$ cat config.mk
export PLATFORM = sky130hd
export DESIGN_NAME = websocket_frame_deframer
export DESIGN_NICKNAME = d
export VERILOG_FILES = /design/src/design/wsdf_pkg.sv /design/src/design/websocket_frame_deframer.sv
export SDC_FILE = /design/constraint.sdc
export NUM_CORES = 1
export LEC_CHECK = 0
export BUFFER_PORTS_ARGS = -buffer_cell sky130_fd_sc_hd__buf_2
export CAP_MARGIN = 20
export CORE_MARGIN = 2
export CORE_UTILIZATION = 45
export CTS_CLUSTER_SIZE = 16
export DETAILED_ROUTE_END_ITERATION = 16
export GPL_TIMING_DRIVEN = 1
export REMOVE_ABC_BUFFERS = 1
export SYNTH_ARGS = -nofsm -noshare
export SYNTH_HDL_FRONTEND = slang
export SYNTH_SLANG_ARGS = --single-unit
$ cat constraint.sdc
create_clock -name clk -period 5.35 [get_ports clk]
set_input_delay 0.2675 -clock clk [delete_from_list [all_inputs] [get_ports clk]]
set_output_delay 0.2675 -clock clk [all_outputs]
set_load 0.005 [all_outputs]
$ cat src/design/wsdf_pkg.sv
// ----------------------------------------------------------------------------
// wsdf_pkg
// Types and codes shared by the websocket frame deframer and its checker.
// ----------------------------------------------------------------------------
package wsdf_pkg;

  localparam logic [1:0] KIND_NONE   = 2'd0;
  localparam logic [1:0] KIND_TEXT   = 2'd1;
  localparam logic [1:0] KIND_BINARY = 2'd2;
  localparam logic [1:0] KIND_CLOSE  = 2'd3;

  localparam logic [1:0] ERR_NONE   = 2'd0;
  localparam logic [1:0] ERR_MASK   = 2'd1;
  localparam logic [1:0] ERR_LENGTH = 2'd2;
  localparam logic [1:0] ERR_OPCODE = 2'd3;

  localparam logic [3:0] OP_CONT   = 4'h0;
  localparam logic [3:0] OP_TEXT   = 4'h1;
  localparam logic [3:0] OP_BINARY = 4'h2;
  localparam logic [3:0] OP_CLOSE  = 4'h8;

  localparam logic [6:0] LEN7_EXT16 = 7'd126;
  localparam logic [6:0] LEN7_EXT64 = 7'd127;

  localparam logic [3:0] EXT16_BYTES = 4'd2;
  localparam logic [3:0] EXT64_BYTES = 4'd8;
  localparam logic [3:0] KEY_BYTES   = 4'd4;

  typedef enum logic [5:0] {
    PH_HDR0    = 6'b000001,
    PH_HDR1    = 6'b000010,
    PH_EXTLEN  = 6'b000100,
    PH_MASK    = 6'b001000,
    PH_PAYLOAD = 6'b010000,
    PH_DROP    = 6'b100000
  } phase_t;

  typedef struct packed {
    logic [7:0] payload_byte;
    logic       byte_present;
    logic [1:0] message_kind;
    logic       message_end;
    logic [1:0] error_code;
  } result_t;

endpackage

$ cat src/design/websocket_frame_deframer.sv
// ----------------------------------------------------------------------------
// websocket_frame_deframer
// Client-to-server frame parser: header decode, unmasking and message tagging.
// ----------------------------------------------------------------------------
// Usage:
//   in_valid/in_ready carry one received byte per item (in_rx_byte).
//   out_valid/out_ready carry one result item: an unmasked payload byte with
//   its message kind, an end marker for an empty final frame, or an error.
//   Header bytes give no result, except the last key byte of an empty final
//   frame and a byte that raises an error.
// Timing:
//   one byte is taken every cycle while in_ready is high; its result is
//   registered in the output register or, while one waits, the skid register.
//   The rate is set by the header/payload update and the one-byte key XOR.
// Stall:
//   a two-entry output buffer (output register plus skid register) keeps
//   in_ready high for one more item while a result waits; in_ready drops only
//   when both entries are full.
// Reset:
//   rst_n low returns the parser to the first header byte, clears the message
//   kind and empties the output buffer. After an error all bytes are taken and
//   dropped until reset.
// ----------------------------------------------------------------------------
module websocket_frame_deframer #(
  parameter int LENGTH_BITS = 32
) (
  input  logic       clk,
  input  logic       rst_n,
  input  logic       in_valid,
  output logic       in_ready,
  input  logic [7:0] in_rx_byte,
  output logic       out_valid,
  input  logic       out_ready,
  output logic [7:0] out_payload_byte,
  output logic       out_byte_present,
  output logic [1:0] out_message_kind,
  output logic       out_message_end,
  output logic [1:0] out_error_code
);

  wsdf_pkg::phase_t  phase_r, phase_nxt;
  logic              fin_r, fin_nxt;
  logic [3:0]        opcode_r, opcode_nxt;
  logic [1:0]        kind_r, kind_nxt;
  logic [3:0]        cnt_r, cnt_nxt;
  logic [LENGTH_BITS-1:0] len_r, len_nxt;
  logic [31:0]       key_r, key_nxt;
  logic [1:0]        kidx_r, kidx_nxt;

  wsdf_pkg::result_t res;
  logic              res_valid;
  logic              accept;
  logic [7:0]        key_byte;
  logic [1:0]        new_kind;
  logic              op_ok;

  wsdf_pkg::result_t out_r, skid_r;
  logic              out_valid_r, skid_valid_r;
  logic              pop;

  assign in_ready = !skid_valid_r;
  assign accept   = in_valid && in_ready;
  assign pop      = out_valid_r && out_ready;

  always_comb begin
    case (kidx_r)
      2'd0:    key_byte = key_r[31:24];
      2'd1:    key_byte = key_r[23:16];
      2'd2:    key_byte = key_r[15:8];
      default: key_byte = key_r[7:0];
    endcase
  end

  always_comb begin
    op_ok    = 1'b1;
    new_kind = kind_r;
    case (opcode_r)
      wsdf_pkg::OP_CONT:   new_kind = kind_r;
      wsdf_pkg::OP_TEXT:   new_kind = wsdf_pkg::KIND_TEXT;
      wsdf_pkg::OP_BINARY: new_kind = wsdf_pkg::KIND_BINARY;
      wsdf_pkg::OP_CLOSE:  new_kind = wsdf_pkg::KIND_CLOSE;
      default:             op_ok = 1'b0;
    endcase
  end

  always_comb begin
    phase_nxt  = phase_r;
    fin_nxt    = fin_r;
    opcode_nxt = opcode_r;
    kind_nxt   = kind_r;
    cnt_nxt    = cnt_r;
    len_nxt    = len_r;
    key_nxt    = key_r;
    kidx_nxt   = kidx_r;
    res_valid  = 1'b0;
    res        = '0;
    if (accept) begin
      case (phase_r)
        wsdf_pkg::PH_HDR0: begin
          fin_nxt    = in_rx_byte[7];
          opcode_nxt = in_rx_byte[3:0];
          phase_nxt  = wsdf_pkg::PH_HDR1;
        end
        wsdf_pkg::PH_HDR1: begin
          if (!in_rx_byte[7]) begin
            phase_nxt      = wsdf_pkg::PH_DROP;
            res_valid      = 1'b1;
            res.error_code = wsdf_pkg::ERR_MASK;
          end else if (in_rx_byte[6:0] == wsdf_pkg::LEN7_EXT16) begin
            len_nxt   = '0;
            cnt_nxt   = wsdf_pkg::EXT16_BYTES;
            phase_nxt = wsdf_pkg::PH_EXTLEN;
          end else if (in_rx_byte[6:0] == wsdf_pkg::LEN7_EXT64) begin
            len_nxt   = '0;
            cnt_nxt   = wsdf_pkg::EXT64_BYTES;
            phase_nxt = wsdf_pkg::PH_EXTLEN;
          end else begin
            len_nxt   = LENGTH_BITS'(in_rx_byte[6:0]);
            cnt_nxt   = wsdf_pkg::KEY_BYTES;
            phase_nxt = wsdf_pkg::PH_MASK;
          end
        end
        wsdf_pkg::PH_EXTLEN: begin
          if (len_r[LENGTH_BITS-1 -: 8] != 8'd0) begin
            phase_nxt      = wsdf_pkg::PH_DROP;
            res_valid      = 1'b1;
            res.error_code = wsdf_pkg::ERR_LENGTH;
          end else begin
            len_nxt = {len_r[LENGTH_BITS-9:0], in_rx_byte};
            if (cnt_r == 4'd1) begin
              cnt_nxt   = wsdf_pkg::KEY_BYTES;
              phase_nxt = wsdf_pkg::PH_MASK;
            end else begin
              cnt_nxt = cnt_r - 4'd1;
            end
          end
        end
        wsdf_pkg::PH_MASK: begin
          key_nxt = {key_r[23:0], in_rx_byte};
          if (cnt_r != 4'd1) begin
            cnt_nxt = cnt_r - 4'd1;
          end else if (!op_ok) begin
            cnt_nxt        = 4'd0;
            phase_nxt      = wsdf_pkg::PH_DROP;
            res_valid      = 1'b1;
            res.error_code = wsdf_pkg::ERR_OPCODE;
          end else begin
            cnt_nxt  = 4'd0;
            kidx_nxt = 2'd0;
            kind_nxt = new_kind;
            if (len_r != '0) begin
              phase_nxt = wsdf_pkg::PH_PAYLOAD;
            end else begin
              phase_nxt = wsdf_pkg::PH_HDR0;
              if (fin_r) begin
                kind_nxt         = wsdf_pkg::KIND_NONE;
                res_valid        = 1'b1;
                res.message_kind = new_kind;
                res.message_end  = 1'b1;
              end
            end
          end
        end
        wsdf_pkg::PH_PAYLOAD: begin
          res_valid        = 1'b1;
          res.payload_byte = in_rx_byte ^ key_byte;
          res.byte_present = 1'b1;
          res.message_kind = kind_r;
          kidx_nxt         = kidx_r + 2'd1;
          len_nxt          = len_r - LENGTH_BITS'(1);
          if (len_r == LENGTH_BITS'(1)) begin
            phase_nxt = wsdf_pkg::PH_HDR0;
            if (fin_r) begin
              res.message_end = 1'b1;
              kind_nxt        = wsdf_pkg::KIND_NONE;
            end
          end
        end
        wsdf_pkg::PH_DROP: begin
          phase_nxt = wsdf_pkg::PH_DROP;
        end
        default: begin
          phase_nxt = wsdf_pkg::PH_HDR0;
        end
      endcase
    end
  end

  always_ff @(posedge clk) begin
    if (!rst_n) begin
      phase_r <= wsdf_pkg::PH_HDR0;
      kind_r  <= wsdf_pkg::KIND_NONE;
      cnt_r   <= 4'd0;
      kidx_r  <= 2'd0;
    end else begin
      phase_r <= phase_nxt;
      kind_r  <= kind_nxt;
      cnt_r   <= cnt_nxt;
      kidx_r  <= kidx_nxt;
    end
  end

  always_ff @(posedge clk) begin
    fin_r    <= fin_nxt;
    opcode_r <= opcode_nxt;
    len_r    <= len_nxt;
    key_r    <= key_nxt;
  end

  // output register with skid entry
  always_ff @(posedge clk) begin
    if (!rst_n) begin
      out_valid_r  <= 1'b0;
      skid_valid_r <= 1'b0;
    end else if (!out_valid_r || pop) begin
      if (skid_valid_r) begin
        out_valid_r  <= 1'b1;
        skid_valid_r <= 1'b0;
      end else begin
        out_valid_r <= res_valid;
      end
    end else if (res_valid) begin
      skid_valid_r <= 1'b1;
    end
  end

  always_ff @(posedge clk) begin
    if (!out_valid_r || pop) begin
      if (skid_valid_r) begin
        out_r <= skid_r;
      end else begin
        out_r <= res;
      end
    end else if (res_valid) begin
      skid_r <= res;
    end
  end

  assign out_valid        = out_valid_r;
  assign out_payload_byte = out_r.payload_byte;
  assign out_byte_present = out_r.byte_present;
  assign out_message_kind = out_r.message_kind;
  assign out_message_end  = out_r.message_end;
  assign out_error_code   = out_r.error_code;

endmodule

## Word-level counts from Yosys, hierarchy flattened

Cells that the tools add are included.

- Register bits: 113
- Input port bits: 12
- Word-level logic and storage cells: 128

- $add $sub $neg: 3
- Equality and inequality tests: 23
- Multiplexer cells: 57
- Bitwise logic cells: 3
- Reduce and logical (&&, ||, !) cells: 22

Operator list:

| kind | count |
|---|---|
| two-way mux 32 bit | 3 |
| one-hot mux 32 bit (3 select lines) | 1 |
| two-way mux 6 bit | 6 |
| one-hot mux 6 bit (6 select lines) | 1 |
| equality test 32 x 1 -> 1 bit, second input constant | 1 |
| two-way mux 4 bit | 8 |
| nonzero test 32 bit | 1 |
| subtractor 32 x 1 -> 32 bit, second input constant | 1 |
| two-way mux 14 bit | 2 |
| one-hot mux 8 bit (3 select lines) | 1 |
| two-way mux 2 bit | 10 |
| AND reduction 4 bit | 4 |
| equality test 7 bit, second input constant | 2 |
| != test 2 bit, second input constant | 6 |
| one-hot mux 2 bit (3 select lines) | 2 |
| one-hot mux 4 bit (3 select lines) | 1 |
| two-way mux 1 bit | 11 |
| two-way mux 5 bit | 2 |
| two-way mux 3 bit | 3 |
| two-way mux 9 bit | 1 |
| equality test 4 x 1 -> 1 bit, second input constant | 2 |
| one-hot mux 2 bit (2 select lines) | 2 |
| nonzero test 8 bit | 1 |
| XOR 8 bit | 1 |
| other kinds (29) | 35 |

## Depth between registers and ports, before layout

- Depth in word-level cells: 9
- Depth in mapped cells: 8

## Worst setup path after synthesis

No wires, ideal clock.

- Path kind: reg-to-reg
- Start point: reg len_r[27]
- End point: reg len_r[0] (enable)
- Library setup time: 0.461 ns
- Data arrival time: 3.877 ns
- Data required time: 4.889 ns
- Setup slack: 1.012 ns
- Cell stages (with the launch flop): 5
- Path through: edfxtp_1 -> or4_1 -> or2_2 -> a22o_1 -> nor3_1

- Longest elaborated chain between the ends: 3

Ends and longest elaborated chain:

| item | line | source |
|---|---|---|
| from (decl) | websocket_frame_deframer.sv:46 | `logic [LENGTH_BITS-1:0] len_r, len_nxt;` |
| from (signal assigned) | websocket_frame_deframer.sv:206 | `len_r <= len_nxt;` |
| nonzero test 8 bit | websocket_frame_deframer.sv:124 | `if (len_r[LENGTH_BITS-1 -: 8] != 8'd0) begin` |
| != test 2 bit (no line) | - |  |
| AND reduction 4 bit (no line) | - |  |

No other way between the ends.
A chain may end at the register's enable or synchronous reset.

## Worst setup path in the final report

- Start point: reg len_r[11]
- End point: reg skid_r[4] in the netlist's numbering (enable)

- Longest elaborated chain between the ends: 7

Ends and longest elaborated chain:

| item | line | source |
|---|---|---|
| nonzero test 32 bit | websocket_frame_deframer.sv:151 | `if (len_r != '0) begin` |
| two-way mux 1 bit | websocket_frame_deframer.sv:151 |  |
| two-way mux 1 bit | websocket_frame_deframer.sv:142 | `end else if (!op_ok) begin` |
| two-way mux 1 bit | websocket_frame_deframer.sv:140 | `if (cnt_r != 4'd1) begin` |
| one-hot mux 1 bit (4 select lines) | websocket_frame_deframer.sv:98 | `case (phase_r)` |
| two-way mux 1 bit | websocket_frame_deframer.sv:97 | `if (accept) begin` |
| AND reduction 2 bit (no line) | - |  |
| to (signal assigned) | websocket_frame_deframer.sv:235 | `skid_r <= res;` |
| to (decl) | websocket_frame_deframer.sv:57 | `wsdf_pkg::result_t out_r, skid_r;` |

No other way between the ends.

==> summary.md <==
| Metric | Value |
|---|---|
| Mux share of post-synthesis cell area | `less than 1%` |
| Post-synthesis cell type count | `63` |
| Max stage delay on crit path | `approximately 0.66 ns` |
| Violation count after the first detailed-route iteration | `~280` |
| Routed len/inst | `between 15 and 20 um` |
| Synthesis Warnings | `0` |
| CP Launch Type | `flop` |
| Unrepaired setup endpoints after global routing | `false` |
| I/O pins | `28` |
| Placed cell areas | `about 6000 um^2` |
| Largest net degree at the start of global routing | `40` |
| Vias in the first global route | `4072` |
| Worst hold path type | `input pin to flop` |
| Reg area | `between 3000 and 4000 um^2` |
| Number of register bits inferred by synthesis | `roughly 110` |
| Synth Area in XOR/XNOR | `under 10%` |
| Actual slew at the worst max-slew pin | `around 0.7 ns` |
| Number of vias after detailed routing | `just over 4000` |
| First-pass detailed-route iteration total | `5` |
| Global-route congestion overflow total | `0` |
| Routed Wire Length | `12900 um` |
| Cell with the most instances after synthesis | `edfxtp_1` |
| Register share of total power | `~44%` |
| Number of cells traversed by the worst hold path | `1` |
| Critical path endpoint category | `flop` |
| Hold Slack | `between 0.07 and 0.08 ns` |
| Combinational family with the most area after synthesis | `simple AND/OR/NAND/NOR gates` |
| Required @ worst endpoint | `roughly 5.5 ns` |
| Hold buffers post-CTS | `0` |
| Power per Cell Area | `336 nW/um^2` |
| Clock tree from TritonCTS | `built` |
| Area share of fa/ha/maj cells after synthesis | `~2.0%` |
| Global placement routability congestion | `~0.83` |
| Area taken by multi-input logic gates | `between 2000 and 2500 um^2` |
| Setup TNS after final layout | `0 ns` |
| Vertical die dimension | `approximately 120 um` |
| Number of maximum-capacitance violations | `0` |
| Count of cells along the worst register-to-register path | `6` |
| Leakage power | `~2.3 nW` |
| Post-synth EDFFs | `97` |
| Tightest slew margin relative to the limit | `a little over half` |
| Buffers on Ports | `27` |
| Design internal power | `1.72 mW` |
| Master of the slowest instance on the critical path | `nor4_2` |
| Placed wire-length estimate after detailed placement | `8680 um` |
| Final core area utilization | `52.8%` |
| Switching power | `0.488 mW` |
| Post-synthesis compound-gate area fraction | `between 10 and 15%` |
| Clock network fraction of total power | `between 50% and 60%` |
| Number of diodes added for antenna fixing | `0` |
| Switching Fraction | `about 22%` |
| Top cells by area in the synthesized netlist | `edfxtp_1 (51%), dfxtp_1 (5.6%), xnor2_1 (4.9%)` |
| Predominant post-synthesis flop cell | `edfxtp_1` |
| Initial Utilization | `45.5%` |
| Reg clk slew, reported paths | `roughly 0.060 ns` |
| Share of layout cells above drive strength 1 | `~14%` |
| Insertion delay to the later sink of the worst-skew pair | `about 0.43 ns` |
| Average cell area after synthesis | `10.9 um^2` |
| Post-layout instance area | `between 6000 and 7000 um^2` |
| Proportion of register bits with asynchronous set or reset after synthesis | `0%` |
| Wire length of the first global-routing pass | `between 20000 and 25000 um` |
| Portion of total power attributed to combinational logic | `3.4%` |
| CTS-repair resized insts | `0` |
| Critical path, cell by cell | `nor4_2 > and3_1 > a31oi_1 > o311a_1 > a211oi_2 > clkbuf_8` |
| Post-synth top area share | `slightly above 50%` |
| Post-CTS repair timing setup buffer count | `0` |
| Number of cell rows | `slightly above 40` |
| FMAX | `about 0.34 GHz` |
| Number of DRC violations after detailed routing | `0` |
| Share of the cycle needed by the critical path after routing | `55.2%` |
| CP Max Fanout | `13` |
| Worst-case clock buffer depth | `2` |
| Die X | `about 120 um` |
| H-tree Lvls | `4` |
| Final setup violating endpoints | `0` |
| Peak supply drop | `0.191 mV` |
| Master cell of the clock root buffer | `clkbuf_16` |
| Kind of critical path | `flop to flop` |
| Number of failing hold endpoints at the final stage | `0` |
| Crit path time final | `a little under 3 ns` |
| Area growth from synthesis to final layout | `16.0%` |
| CORE AREA | `12500 um^2` |
| Clock net sink count | `113` |
| Ranking of synthesized cells by instance count | `edfxtp_1 (97), nand2_1 (68), o21ai_0 (41), nor2_1 (34), xnor2_1 (32)` |
| Overall track demand over capacity in global routing | `about 20%` |
| Cell area after synthesis | `between 5000 and 6000 um^2` |
| Arrival time reported for the critical path endpoint | `3.08 ns` |
| Cell count after synthesis | `520` |
| Clock Skew | `0.00873 ns` |
| TritonCTS buffer count | `17` |
| Initial antenna violation count | `0` |
| Largest area contributor in the netlist | `edfxtp_1` |
| Count of nets after finishing | `567` |
| Via-per-instance ratio | `roughly 5.6` |
| Floorplan die area | `~14000 um^2` |
| Detail Route Antenna Nets | `0` |
| Count of fill cells added during filler insertion | `1106` |
| Fin. max-slew vios | `0` |
| Simple-gate share of the synthesized area | `a little under a fifth` |
| Part of the Yosys area used for sequential elements | `57.0%` |
| Result of the run | `complete, no violations` |
state kept, by name, indices dropped and copies added (netlist names), 2 cells and up:
| register | cells |
|---|---|
| kind_r | 2 |
| opcode_r | 4 |
| len_r | 32 |
| out_message_kind | 2 |
| kidx_r | 2 |
| skid_r | 14 |
| phase_r | 6 |
| out_error_code | 2 |
| out_payload_byte | 8 |
| cnt_r | 4 |
| key_r | 32 |
kinds of logic (layout without fill, tap and decap cells):
kind of cell               count (synthesis)  in the layout
AOI/OAI and AO/OA                        114            114
xor gates and xnor gates                  39             39
adders and majority gates                  9              9
buffers and inverters                     38             77
DFF                                      113            113
muxes                                      4              4
and+or+nand+nor                          203            203
layer usage:
layer	up-vias	global-route usage (%)	routed length (um)
li1	2013	-	-
met1	1994	25.2	5770
met4	0	8.33	232
met5	-	0	0
met2	98	34.3	6390
met3	17	5.29	499
placed cells by master (no fill, tap or decap), types with 9 or more instances in the layout:
cell type / count
inv_1: 13
ha_1: 9
clkbuf_16: 17
buf_2: 27
o21ai_0: 41
xnor2_1: 32
edfxtp_1: 97
nand3_1: 12
nand2_1: 68
a21oi_1: 15
dfxtp_1: 16
nor2_1: 32
a21o_1: 12
nor4_1: 12
nor3_1: 23
cell type report:
type                       instances  share of cell area [%]
clock buffer                      17                    6.46
clock inverter                    15                    2.75
timing repair buffer              32                    2.72
multi-input combinational        369                    35.0
inverter                          13                   0.741
sequential                       113                    49.1
tap                              172                    3.27
per-stage QoR:
| step | cells | setup slack, ns | power [mW] |
|---|---|---|---|
| 2_1_floorplan | 495 | 0.605 | 1.04 |
| 3_3_place_gp | 698 | 2.13 | 1.07 |
| 3_5_place_dp | 698 | 2.09 | 1.07 |
| 4_1_cts | 730 | 2.05 | 2.23 |
| 5_1_grt | 731 | 2.23 | 2.28 |
| 6_report | 731 | 2.40 | 2.21 |
path summary, 6_finish.rpt:
path                      start         to  slack [ns]
setup / recovery      len_r[11]  skid_r[4]        2.40
setup reg to reg      len_r[11]  skid_r[4]        2.40
hold reg to reg        key_r[5]  key_r[13]        0.45
hold / removal    in_rx_byte[5]   key_r[5]        0.08
power by group through the flow:
stage               logic, mW  registers [mW]  clock network (mW)
finish                 0.0743           0.977                1.16
global route           0.0825           0.978                1.21
CTS                    0.0744           0.976                1.17
detailed placement     0.0739           0.994                   0
global placement       0.0737           0.993                   0
floorplan              0.0489           0.991                   0
worst max-delay path: cells and delay by family (launching register included):
family	cells	cell delay (ns)
AOI/OAI and AO/OA	3	0.86
DFF	1	0.46
and+or+nand+nor	2	1.08
buffers and inverters	1	0.26
(Power assumes the default switching activity.)
